## src/hdl/fbba_pkg.sv

```systemverilog
// ============================================================================
// fbba_pkg : shared types and constants of the free block bitmap allocator
// Map geometry, command codes, the sequencer states and the structs that
// pass between the sequencer and the map memory.
// ============================================================================
package fbba_pkg;

   // Map geometry.
   localparam int NUM_BLOCKS      = 1024;
   localparam int RESERVED_BLOCKS = 51;
   localparam int MAX_RUN         = 16;
   localparam int WORD_BITS       = 32;
   localparam int MAP_WORDS       = (NUM_BLOCKS + WORD_BITS - 1) / WORD_BITS;
   localparam int WADDR_W         = (MAP_WORDS > 1) ? $clog2(MAP_WORDS) : 1;
   localparam int BIT_W           = $clog2(WORD_BITS);

   // Field widths fixed by the interface.
   localparam int CMD_W   = 3;
   localparam int BLK_W   = 10;
   localparam int WANT_W  = 5;
   localparam int CNT_W   = $clog2(MAX_RUN + 1);
   localparam int HIT_W   = (MAX_RUN > 1) ? $clog2(MAX_RUN) : 1;

   // Stream word layout.
   localparam int REQ_DATA_W = 40;
   localparam int RSP_DATA_W = 16;

   typedef enum logic [CMD_W-1:0] {
      CMD_FIND_ONE   = 3'd0,
      CMD_FIND_COUNT = 3'd1,
      CMD_MARK_USED  = 3'd2,
      CMD_MARK_FREE  = 3'd3,
      CMD_TEST       = 3'd4
   } cmd_type;

   typedef enum logic [2:0] {
      ST_IDLE,
      ST_SCAN,
      ST_MODIFY,
      ST_REPLY,
      ST_EMIT
   } fsm_state_type;

   // One request as unpacked from the input word.
   typedef struct packed {
      logic [CMD_W-1:0]  cmd;
      logic [BLK_W-1:0]  block_index;
      logic [BLK_W-1:0]  range_start;
      logic [BLK_W-1:0]  range_end;
      logic [WANT_W-1:0] want_count;
   } req_type;

   // One access to the map memory.
   typedef struct packed {
      logic                 rd_en;
      logic                 wr_en;
      logic [WADDR_W-1:0]   addr;
      logic [WORD_BITS-1:0] wdata;
   } map_req_type;

   // Contents of a map word right after reset: reserved blocks used, rest free.
   function automatic logic [WORD_BITS-1:0] init_word(input logic [WADDR_W-1:0] w);
      logic [WORD_BITS-1:0] v;
      int                   blk;
      v = '0;
      for (int b = 0; b < WORD_BITS; b++) begin
         blk  = int'(w) * WORD_BITS + b;
         v[b] = (blk >= RESERVED_BLOCKS) && (blk < NUM_BLOCKS);
      end
      return v;
   endfunction

endpackage

```

## src/hdl/fbba_map_mem.sv

```systemverilog
// ============================================================================
// fbba_map_mem : free map storage
// One word-wide synchronous memory with a registered read port, plus the
// sweep that writes the reset contents after reset.
// ============================================================================
module fbba_map_mem
   import fbba_pkg::*;
(
   input  logic                 clock,
   input  logic                 reset,
   input  map_req_type          mem_req,
   output logic [WORD_BITS-1:0] rd_data,
   output logic                 init_done
);

   logic [WORD_BITS-1:0] mem [MAP_WORDS];

   logic [WADDR_W-1:0] clr_ptr_ff, clr_ptr_in;
   logic               clr_busy_ff, clr_busy_in;

   logic                 wr_en;
   logic [WADDR_W-1:0]   wr_addr;
   logic [WORD_BITS-1:0] wr_data;

   always_comb begin
      clr_ptr_in  = clr_ptr_ff;
      clr_busy_in = clr_busy_ff;
      if (clr_busy_ff) begin
         clr_ptr_in = clr_ptr_ff + 1'b1;
         if (clr_ptr_ff == WADDR_W'(MAP_WORDS - 1)) begin
            clr_busy_in = 1'b0;
         end
      end
   end

   // The sweep owns the write port until every word holds its reset value.
   assign wr_en   = clr_busy_ff | mem_req.wr_en;
   assign wr_addr = clr_busy_ff ? clr_ptr_ff : mem_req.addr;
   assign wr_data = clr_busy_ff ? init_word(clr_ptr_ff) : mem_req.wdata;

   assign init_done = ~clr_busy_ff;

   always_ff @(posedge clock) begin
      if (reset) begin
         clr_ptr_ff  <= '0;
         clr_busy_ff <= 1'b1;
      end else begin
         clr_ptr_ff  <= clr_ptr_in;
         clr_busy_ff <= clr_busy_in;
      end
   end

   always_ff @(posedge clock) begin
      if (wr_en) begin
         mem[wr_addr] <= wr_data;
      end
      if (mem_req.rd_en) begin
         rd_data <= mem[mem_req.addr];
      end
   end

endmodule

```

## src/hdl/fbba_engine.sv

```systemverilog
// ============================================================================
// fbba_engine : command sequencer and word scanner
// Runs one command at a time against the map memory: scans range words for
// free bits, collects hits, does read-modify-write for marks, and drives the
// result register.
// ============================================================================
module fbba_engine
   import fbba_pkg::*;
(
   input  logic                 clock,
   input  logic                 reset,
   input  logic                 init_done,
   input  logic                 req_valid,
   output logic                 req_ready,
   input  req_type              req,
   output map_req_type          mem_req,
   input  logic [WORD_BITS-1:0] rd_data,
   output logic                 rsp_valid,
   input  logic                 rsp_ready,
   output logic                 rsp_found,
   output logic [BLK_W-1:0]     rsp_block,
   output logic                 rsp_bit,
   output logic                 rsp_last
);

   fsm_state_type state_ff, state_in;

   logic [CMD_W-1:0]     cmd_ff, cmd_in;
   logic [BLK_W-1:0]     idx_ff, idx_in;
   logic [BLK_W-1:0]     rs_ff, rs_in;
   logic [BLK_W-1:0]     re_ff, re_in;
   logic [CNT_W-1:0]     want_ff, want_in;
   logic [WADDR_W-1:0]   word_ptr_ff, word_ptr_in;
   logic                 pend_ff, pend_in;
   logic [WORD_BITS-1:0] word_ff, word_in;
   logic [CNT_W-1:0]     hit_cnt_ff, hit_cnt_in;
   logic [CNT_W-1:0]     out_cnt_ff, out_cnt_in;
   logic [BLK_W-1:0]     hits_ff [MAX_RUN];
   logic                 hit_wr;
   logic [BLK_W-1:0]     hit_val;
   logic                 rep_found_ff, rep_found_in;
   logic                 rep_bit_ff, rep_bit_in;

   logic                 rsp_valid_ff, rsp_valid_in;
   logic                 rsp_found_ff, rsp_found_in;
   logic [BLK_W-1:0]     rsp_block_ff, rsp_block_in;
   logic                 rsp_bit_ff, rsp_bit_in;
   logic                 rsp_last_ff, rsp_last_in;

   logic                 fire;
   logic                 slot_free;
   logic [BLK_W-1:0]     re_clip;
   logic                 range_bad;
   logic                 idx_bad;
   logic [CNT_W-1:0]     want_sat;
   logic [WORD_BITS-1:0] lo_mask, hi_mask, cur_word, onehot, idx_bit;
   logic [BIT_W-1:0]     low_idx;
   logic                 ptr_at_end;
   logic                 run_full;
   logic                 emit_last;

   assign req_ready = (state_ff == ST_IDLE) && init_done;
   assign fire      = req_valid && req_ready;
   assign slot_free = ~rsp_valid_ff | rsp_ready;

   // Request decode: clip the range end, clamp the wanted count to 1..MAX_RUN, flag bad ranges and indices.
   always_comb begin
      re_clip   = (32'(req.range_end) >= NUM_BLOCKS) ? BLK_W'(NUM_BLOCKS - 1) : req.range_end;
      range_bad = (32'(req.range_start) >= NUM_BLOCKS) || (req.range_start > re_clip);
      idx_bad   = 32'(req.block_index) >= NUM_BLOCKS;
      if (req.want_count == '0) begin
         want_sat = CNT_W'(1);
      end else if (32'(req.want_count) > MAX_RUN) begin
         want_sat = CNT_W'(MAX_RUN);
      end else begin
         want_sat = CNT_W'(req.want_count);
      end
   end

   // Current scan word: fresh memory data trimmed to the range, or the held word.
   always_comb begin
      lo_mask = '1;
      hi_mask = '1;
      if (word_ptr_ff == WADDR_W'(rs_ff >> BIT_W)) begin
         lo_mask = {WORD_BITS{1'b1}} << rs_ff[BIT_W-1:0];
      end
      if (word_ptr_ff == WADDR_W'(re_ff >> BIT_W)) begin
         hi_mask = {WORD_BITS{1'b1}} >> (BIT_W'(WORD_BITS - 1) - re_ff[BIT_W-1:0]);
      end
      cur_word = pend_ff ? (rd_data & lo_mask & hi_mask) : word_ff;
      onehot   = cur_word & (~cur_word + WORD_BITS'(1));
      low_idx  = '0;
      for (int j = 0; j < WORD_BITS; j++) begin
         if (onehot[j]) begin
            low_idx = low_idx | BIT_W'(j);
         end
      end
   end

   assign ptr_at_end = word_ptr_ff == WADDR_W'(re_ff >> BIT_W);
   assign run_full   = hit_cnt_ff == want_ff;
   assign emit_last  = out_cnt_ff == CNT_W'(hit_cnt_ff - 1'b1);
   assign idx_bit    = WORD_BITS'(1) << idx_ff[BIT_W-1:0];

   // Next state.
   always_comb begin
      state_in = state_ff;
      unique case (state_ff)
         ST_IDLE: begin
            if (fire) begin
               unique case (req.cmd)
                  CMD_FIND_ONE, CMD_FIND_COUNT: state_in = range_bad ? ST_REPLY : ST_SCAN;
                  CMD_MARK_USED, CMD_MARK_FREE, CMD_TEST: begin
                     state_in = idx_bad ? ST_REPLY : ST_MODIFY;
                  end
                  default: state_in = ST_REPLY;
               endcase
            end
         end
         ST_SCAN: begin
            priority if (run_full) begin
               state_in = ST_EMIT;
            end else if (cur_word != '0) begin
               state_in = ST_SCAN;
            end else if (ptr_at_end) begin
               state_in = ST_REPLY;
            end else begin
               state_in = ST_SCAN;
            end
         end
         ST_MODIFY: state_in = ST_REPLY;
         ST_REPLY: begin
            if (slot_free) begin
               state_in = ST_IDLE;
            end
         end
         ST_EMIT: begin
            if (slot_free && emit_last) begin
               state_in = ST_IDLE;
            end
         end
         default: state_in = ST_IDLE;
      endcase
   end

   // Datapath, memory access and result register loads.
   always_comb begin
      cmd_in       = cmd_ff;
      idx_in       = idx_ff;
      rs_in        = rs_ff;
      re_in        = re_ff;
      want_in      = want_ff;
      word_ptr_in  = word_ptr_ff;
      pend_in      = pend_ff;
      word_in      = word_ff;
      hit_cnt_in   = hit_cnt_ff;
      out_cnt_in   = out_cnt_ff;
      rep_found_in = rep_found_ff;
      rep_bit_in   = rep_bit_ff;
      hit_wr       = 1'b0;
      hit_val      = BLK_W'({word_ptr_ff, low_idx});
      mem_req      = '0;
      rsp_valid_in = rsp_valid_ff & ~rsp_ready;
      rsp_found_in = rsp_found_ff;
      rsp_block_in = rsp_block_ff;
      rsp_bit_in   = rsp_bit_ff;
      rsp_last_in  = rsp_last_ff;

      unique case (state_ff)
         ST_IDLE: begin
            if (fire) begin
               cmd_in       = req.cmd;
               idx_in       = req.block_index;
               rs_in        = req.range_start;
               re_in        = re_clip;
               want_in      = (req.cmd == CMD_FIND_COUNT) ? want_sat : CNT_W'(1);
               hit_cnt_in   = '0;
               out_cnt_in   = '0;
               pend_in      = 1'b1;
               rep_found_in = 1'b0;
               rep_bit_in   = 1'b0;
               unique case (req.cmd)
                  CMD_FIND_ONE, CMD_FIND_COUNT: begin
                     word_ptr_in    = WADDR_W'(req.range_start >> BIT_W);
                     mem_req.rd_en  = ~range_bad;
                     mem_req.addr   = WADDR_W'(req.range_start >> BIT_W);
                  end
                  CMD_MARK_USED, CMD_MARK_FREE, CMD_TEST: begin
                     word_ptr_in    = WADDR_W'(req.block_index >> BIT_W);
                     mem_req.rd_en  = ~idx_bad;
                     mem_req.addr   = WADDR_W'(req.block_index >> BIT_W);
                  end
                  default: ;
               endcase
            end
         end
         ST_SCAN: begin
            priority if (run_full) begin
               pend_in = 1'b0;
            end else if (cur_word != '0) begin
               hit_wr     = 1'b1;
               word_in    = cur_word & ~onehot;
               pend_in    = 1'b0;
               hit_cnt_in = hit_cnt_ff + 1'b1;
            end else if (ptr_at_end) begin
               pend_in = 1'b0;
            end else begin
               word_ptr_in   = word_ptr_ff + 1'b1;
               pend_in       = 1'b1;
               mem_req.rd_en = 1'b1;
               mem_req.addr  = word_ptr_ff + 1'b1;
            end
         end
         ST_MODIFY: begin
            rep_found_in = 1'b1;
            if (cmd_ff == CMD_TEST) begin
               rep_bit_in = rd_data[idx_ff[BIT_W-1:0]];
            end else begin
               mem_req.wr_en = 1'b1;
               mem_req.addr  = word_ptr_ff;
               mem_req.wdata = (cmd_ff == CMD_MARK_FREE) ? (rd_data | idx_bit)
                                                         : (rd_data & ~idx_bit);
            end
         end
         ST_REPLY: begin
            if (slot_free) begin
               rsp_valid_in = 1'b1;
               rsp_found_in = rep_found_ff;
               rsp_block_in = '0;
               rsp_bit_in   = rep_bit_ff;
               rsp_last_in  = 1'b1;
            end
         end
         ST_EMIT: begin
            if (slot_free) begin
               rsp_valid_in = 1'b1;
               rsp_found_in = 1'b1;
               rsp_block_in = hits_ff[out_cnt_ff[HIT_W-1:0]];
               rsp_bit_in   = 1'b0;
               rsp_last_in  = emit_last;
               out_cnt_in   = out_cnt_ff + 1'b1;
            end
         end
         default: ;
      endcase
   end

   always_ff @(posedge clock) begin
      if (reset) begin
         state_ff     <= ST_IDLE;
         rsp_valid_ff <= 1'b0;
      end else begin
         state_ff     <= state_in;
         rsp_valid_ff <= rsp_valid_in;
      end
   end

   always_ff @(posedge clock) begin
      cmd_ff       <= cmd_in;
      idx_ff       <= idx_in;
      rs_ff        <= rs_in;
      re_ff        <= re_in;
      want_ff      <= want_in;
      word_ptr_ff  <= word_ptr_in;
      pend_ff      <= pend_in;
      word_ff      <= word_in;
      hit_cnt_ff   <= hit_cnt_in;
      out_cnt_ff   <= out_cnt_in;
      rep_found_ff <= rep_found_in;
      rep_bit_ff   <= rep_bit_in;
      rsp_found_ff <= rsp_found_in;
      rsp_block_ff <= rsp_block_in;
      rsp_bit_ff   <= rsp_bit_in;
      rsp_last_ff  <= rsp_last_in;
      if (hit_wr) begin
         hits_ff[hit_cnt_ff[HIT_W-1:0]] <= hit_val;
      end
   end

   assign rsp_valid = rsp_valid_ff;
   assign rsp_found = rsp_found_ff;
   assign rsp_block = rsp_block_ff;
   assign rsp_bit   = rsp_bit_ff;
   assign rsp_last  = rsp_last_ff;

endmodule

```

## src/hdl/free_block_bitmap_allocator.sv

```systemverilog
// ============================================================================
// free_block_bitmap_allocator : one-bit-per-block free space allocator
// Keeps a free map (1 = free) in a word-wide memory and answers find, find
// count, mark and test commands over a stream interface.
// ============================================================================
//
//   Channel   Direction  Handshake               Payload
//   --------  ---------  ----------------------  ----------------------------------
//   req_*     in         req_tvalid/req_tready   tuser: cmd; tdata: index, range, count
//   rsp_*     out        rsp_tvalid/rsp_tready   tdata: found, block, bit; tlast
//
// After reset the map is written one 32-bit word per cycle, 32 words in all,
// and no command word is taken until that sweep is done.
// Commands run one at a time. A find reads one map word per cycle while the words
// it passes hold no free block, covering the words in the range (up to 32) and
// collecting free blocks, then sends one result per block; the memory read port sets the read pace.
// Mark and test commands pass through read, modify and reply steps, and wait
// in the reply step while the result register is not free.
// The result register lets the next command be accepted while the final
// result of the previous one still waits on a stalled rsp_tready.
//
module free_block_bitmap_allocator
   import fbba_pkg::*;
(
   input  logic                  clock,
   input  logic                  reset,
   // Command words.
   input  logic                  req_tvalid,
   output logic                  req_tready,
   input  logic [REQ_DATA_W-1:0] req_tdata,  // block_index[9:0], range_start[19:10],
                                              // range_end[29:20], want_count[34:30]
   input  logic [CMD_W-1:0]      req_tuser,  // cmd[2:0]
   // Result words.
   output logic                  rsp_tvalid,
   input  logic                  rsp_tready,
   output logic [RSP_DATA_W-1:0] rsp_tdata,  // found[0], result_block[10:1],
                                              // bit_value[11]
   output logic                  rsp_tlast
);

   req_type              req;
   map_req_type          mem_req;
   logic [WORD_BITS-1:0] rd_data;
   logic                 init_done;
   logic                 rsp_found;
   logic [BLK_W-1:0]     rsp_block;
   logic                 rsp_bit;

   // Unpack the command word; fields sit back to back from bit 0 up.
   assign req.cmd         = req_tuser;
   assign req.block_index = req_tdata[BLK_W-1:0];
   assign req.range_start = req_tdata[2*BLK_W-1:BLK_W];
   assign req.range_end   = req_tdata[3*BLK_W-1:2*BLK_W];
   assign req.want_count  = req_tdata[3*BLK_W+WANT_W-1:3*BLK_W];

   fbba_map_mem u_map (
      .clock     (clock),
      .reset     (reset),
      .mem_req   (mem_req),
      .rd_data   (rd_data),
      .init_done (init_done)
   );

   fbba_engine u_engine (
      .clock     (clock),
      .reset     (reset),
      .init_done (init_done),
      .req_valid (req_tvalid),
      .req_ready (req_tready),
      .req       (req),
      .mem_req   (mem_req),
      .rd_data   (rd_data),
      .rsp_valid (rsp_tvalid),
      .rsp_ready (rsp_tready),
      .rsp_found (rsp_found),
      .rsp_block (rsp_block),
      .rsp_bit   (rsp_bit),
      .rsp_last  (rsp_tlast)
   );

   // Pack the result word and pad it with zeros to a whole number of bytes.
   assign rsp_tdata = {{(RSP_DATA_W - BLK_W - 2){1'b0}}, rsp_bit, rsp_block, rsp_found};

`ifndef ASSERT_OFF
   // No command may start while the reset sweep still owns the map.
   assert property (@(posedge clock) disable iff (reset)
      (req_tvalid && req_tready) |-> init_done)
      else $error("command accepted during map initialization");

   // A single port never both reads and writes for the sequencer in one cycle.
   assert property (@(posedge clock) disable iff (reset)
      !(mem_req.rd_en && mem_req.wr_en))
      else $error("map read and write issued together");

   // A not-found result carries block number zero and a zero bit value.
   assert property (@(posedge clock) disable iff (reset)
      (rsp_tvalid && !rsp_tdata[0]) |-> (rsp_tdata[BLK_W:1] == '0 && !rsp_tdata[BLK_W+1]))
      else $error("not-found result with nonzero payload");

   // A tested bit only ever appears in a single, final result.
   assert property (@(posedge clock) disable iff (reset)
      (rsp_tvalid && rsp_tdata[BLK_W+1]) |-> rsp_tlast)
      else $error("test result without last mark");
`endif

endmodule
```

## config.mk

```make
export PLATFORM = sky130hd
export DESIGN_NAME = free_block_bitmap_allocator
export DESIGN_NICKNAME = d
export VERILOG_FILES = /design/src/hdl/fbba_pkg.sv /design/src/hdl/fbba_map_mem.sv /design/src/hdl/fbba_engine.sv /design/src/hdl/free_block_bitmap_allocator.sv
export SDC_FILE = /design/constraint.sdc
export NUM_CORES = 2
export LEC_CHECK = 0
export BUFFER_PORTS_ARGS = -buffer_cell sky130_fd_sc_hd__buf_2
export CAP_MARGIN = 0
export CELL_PAD_IN_SITES_DETAIL_PLACEMENT = 1
export CELL_PAD_IN_SITES_GLOBAL_PLACEMENT = 2
export CORE_MARGIN = 1.5
export CORE_UTILIZATION = 30
export CTS_BUF_LIST = sky130_fd_sc_hd__clkbuf_16
export CTS_CLUSTER_SIZE = 16
export DETAILED_ROUTE_END_ITERATION = 7
export MAX_ROUTING_LAYER = met4
export PLACE_DENSITY_LB_ADDON = 0.1
export SLEW_MARGIN = 10
export SYNTH_ARGS = -nofsm -noshare
export SYNTH_HDL_FRONTEND = slang
export SYNTH_SLANG_ARGS = --single-unit
```

## constraint.sdc

```tcl
create_clock -name clock -period 9.79 [get_ports clock]
set_clock_uncertainty 0.05 [all_clocks]
set_input_delay 1.4685 -clock clock [delete_from_list [all_inputs] [get_ports clock]]
set_output_delay 1.4685 -clock clock [all_outputs]
set_load 0.03 [all_outputs]
```

==> summary.md <==
| Metric | Value |
|---|---|
| Clock slew at the register clock pins of the worst setup and hold paths | `0.06 ns` |
| Die Span Y | `432 µm` |
| Worst Hold Class | `reg -> reg` |
| Post-layout nets | `4143` |
| Async set-or-reset flop fraction in the synthesized netlist | `0%` |
| Total number of yosys warnings | `0` |
| Critical path data required time | `10.19 ns` |
| Worst Setup End Kind | `flop` |
| Pin count of the biggest net entering global routing | `136` |
| Actual transition at the worst max-transition pin | `1.26 ns` |
| Num CTS Buffers | `157` |
| Number of sinks on the clock net | `1325` |
| CTS tree | `yes` |
| Distinct cell type count of the synthesized netlist | `85` |
| Wire per inst | `28.6 µm` |
| Number of post-CTS setup repair buffers | `0` |
| Standard-cell row count | `157` |
| Iteration-0 DRC count of the detailed router | `2707` |
| Overall Power | `12.5 mW` |
| Total negative slack | `0 ns` |
| Maximum fanout count along the critical path | `23` |
| Fin crit share | `77.8%` |
| Worst endpoint data arrival time | `8.02 ns` |
| Overall overflow remaining after global route | `0` |
| Worst vdd ir | `0.126 mV` |
| Layout cells sized above 1 | `12.7%` |
| Run status | `finished clean` |
| Clock Tree Root | `clkbuf_16` |
| Seq/Total Area, Yosys | `71.7%` |
| Number of filler cells placed in the layout | `19000` |
| Most common flop cell mapped by yosys | `edfxtp_1` |
| Count of mapped cells out of synthesis | `3983` |
| Initial antenna violation count | `9` |
| Global placement routability congestion | `0.812` |
| Placed cells | `6378` |
| Initial standard-cell utilization of the core | `30.2%` |
| Hold violation count in the final report | `0` |
| Vias in the first global route | `34900` |
| Launching element type of the critical path | `flop` |
| Worst Slack Setup Final | `2.17 ns` |
| Final slew viol count | `0` |
| H-Tree Level Count | `4` |
| Setup repair after global routing missed its margin | `no` |
| Syn Std Cell Area | `55300 µm²` |
| Count of max-cap constraint violations | `0` |
| Power Density | `195 nW/µm²` |
| Minimum clock period | `7.62 ns` |
| Number of detailed-routing iterations run before antenna repair | `5` |
| Worst Setup Slack post-DPL | `2.19 ns` |
| Overall Global Routing Usage | `20.9%` |
| Post-CTS Resized | `0` |
| Number of buffers inserted by port buffering | `56` |
| Critical path class | `reg -> reg` |
| Number of vias in the routed layout | `34200` |
| Layout Area Growth over Synthesis | `15.6%` |
| Number of register bits inferred by synthesis | `1325` |
| P_leak | `21.0 nW` |
| Skew-Pair Late Insertion Delay | `0.80 ns` |
| Number of hold buffers added after CTS | `0` |
| Mean Syn Cell Area | `13.9 µm²` |
| Die boundary width | `432 µm` |
| Count of unresolved DRC violations after routing | `0` |
| Area enclosed by the die boundary | `187000 µm²` |
| Standard cell core area | `183000 µm²` |
| Worst max-slew margin expressed relative to the limit | `15.5%` |
| Final ANT Viol Nets | `0` |
| Ports | `66` |
| Cell area after layout | `63900 µm²` |
| Count of flip-flops with a built-in enable after synthesis | `1311` |
| F_max | `131 MHz` |
| Max Root-Sink Buffers | `3` |
| Wire length of the first global-routing pass | `269 mm` |
| Final Routed Wirelength | `190 mm` |
| DP Wirelength | `112 mm` |
| Setup-failing EPs final | `0` |
| DR vias/cell | `5.14` |
| Non-filler instance count after layout | `6658` |
| Placed standard-cell area | `59100 µm²` |
through the flow:
stage	hold WS (ns)	util (%)
after floorplan	0.427	-
after global placement	0.439	32.3
after detailed placement	0.452	32.3
after CTS	0.464	34.9
after global routing	0.493	34.9
final	0.471	34.9
synth_stat cells, types with 4 or more instances:
cell	instances	area share, %
nand3_1	192	1.7
buf_2	68	0.62
xnor2_1	20	0.32
a211o_1	31	0.49
a221o_1	4	0.072
a21o_1	4	0.054
xor2_1	18	0.29
nor3_1	31	0.28
mux4_2	60	2.4
a32oi_1	30	0.48
nor2b_1	18	0.20
a41oi_1	5	0.079
a21oi_1	194	1.8
and2_1	27	0.31
buf_4	28	0.38
a22oi_1	88	1.2
nor4_1	38	0.43
or2_2	11	0.12
o22ai_1	36	0.41
o311ai_0	8	0.13
o31ai_1	22	0.30
nand2_1	782	5.3
buf_1	21	0.14
a211oi_1	4	0.054
mux2i_1	178	3.2
o32a_1	5	0.091
o21ai_0	44	0.40
ha_1	21	0.48
clkbuf_1	132	0.90
or2_1	19	0.21
a21boi_0	23	0.31
o311a_1	5	0.091
and3_1	85	0.96
inv_1	34	0.23
dfxtp_1	14	0.51
nand2b_1	16	0.18
nor2_1	178	1.2
edfxtp_1	1311	71
o21a_1	5	0.068
or3_1	6	0.068
a31oi_1	96	1.1
worst max-delay path: stages, from the launching register on:
cell and delay [ns]:
edfxtp_1 0.71, buf_4 0.31, xnor2_1 0.15, nand3_1 0.61, o311ai_0 0.74, o22ai_1 0.21
or4b_1 0.61, nor4_4 0.85, a41oi_4 0.71, buf_4 0.48, nand2_1 0.77, o22ai_1 0.17
nor4b_1 0.84
layout by cell type, fill, tap and decap left out, types with 10 or more instances in the layout:
cell and count:
edfxtp_1 1311, nand2_1 781, a21oi_1 193, nand3_1 192
mux2i_1 178, clkbuf_16 158, nor2_1 142, buf_4 121
a31oi_1 95, a22oi_1 88, and3_1 85, inv_1 77
mux4_2 60, buf_2 56, o21ai_0 43, clkinv_1 41
nor4_1 37, nor2_4 37, o22ai_1 36, nor3_1 31
a211o_1 31, a32oi_1 30, and2_1 27, a21boi_0 23
ha_1 21, xnor2_1 20, xor2_1 18, nor2b_1 18
or2_1 17, o31ai_4 14, nand2b_1 13, or2_2 12
dfxtp_1 12, clkinv_2 10
metal layers:
layer	global-route usage [%]	vias up	share of wire, %
li1	-	15300	-
met1	29.1	18100	48
met2	32.5	662	47
met3	2.60	198	3.7
met4	4.86	0	1.9
met5	-	-	0
final timing paths:
kind	from	end	slack (ns)	depth (start not counted)
hold / removal	u_engine.rep_found_ff	u_engine.rsp_found	0.47	1
hold reg to reg	u_engine.rep_found_ff	u_engine.rsp_found	0.47	1
setup / recovery	u_engine.word_ptr_ff[3]	u_map.rd_data[29]	2.17	12
setup reg to reg	u_engine.word_ptr_ff[3]	u_map.rd_data[29]	2.17	12
logic make-up (layout without fill, tap and decap cells):
group           after synthesis  after routing  synth area share, %
simple gates               1428           1428                 11.5
flops                      1325           1325                 71.7
compound gates              643            643                 7.71
buf+inv                     288            494                 2.35
mux                         239            239                 5.69
xor+xnor                     38             38                0.602
fa+ha+maj                    21             21                0.475
other cells                   1              6              0.00678
final cells by class:
| type | count | area, µm² | share of cell area (%) |
|---|---|---|---|
| flip-flops and latches | 1325 | 39700 | 62.0 |
| inverters | 35 | 131 | 0.206 |
| multi-input cells | 2373 | 15000 | 23.4 |
| repair buffers | 183 | 1300 | 2.03 |
| diodes | 2 | 5.00 | 0.00783 |
| well taps | 2464 | 3080 | 4.82 |
| clock inverters | 118 | 843 | 1.32 |
| clock buffers | 158 | 3950 | 6.18 |
power breakdown:
part           switching, mW  total, mW  internal [mW]
clock                   2.40       5.49           3.10
combinational          0.388      0.487         0.0990
sequential            0.0176       6.49           6.47
registers in the layout, summed over array words and instances, names as in the netlist, 10 cells and up, named ones only:
register	flops
u_engine.hits_ff	160
u_engine.re_ff	10
u_engine.rs_ff	10
u_engine.rsp_block	10
u_engine.word_ff	31
u_map.mem	1024
u_map.rd_data	32
Power figures use the tool's default switching activity.
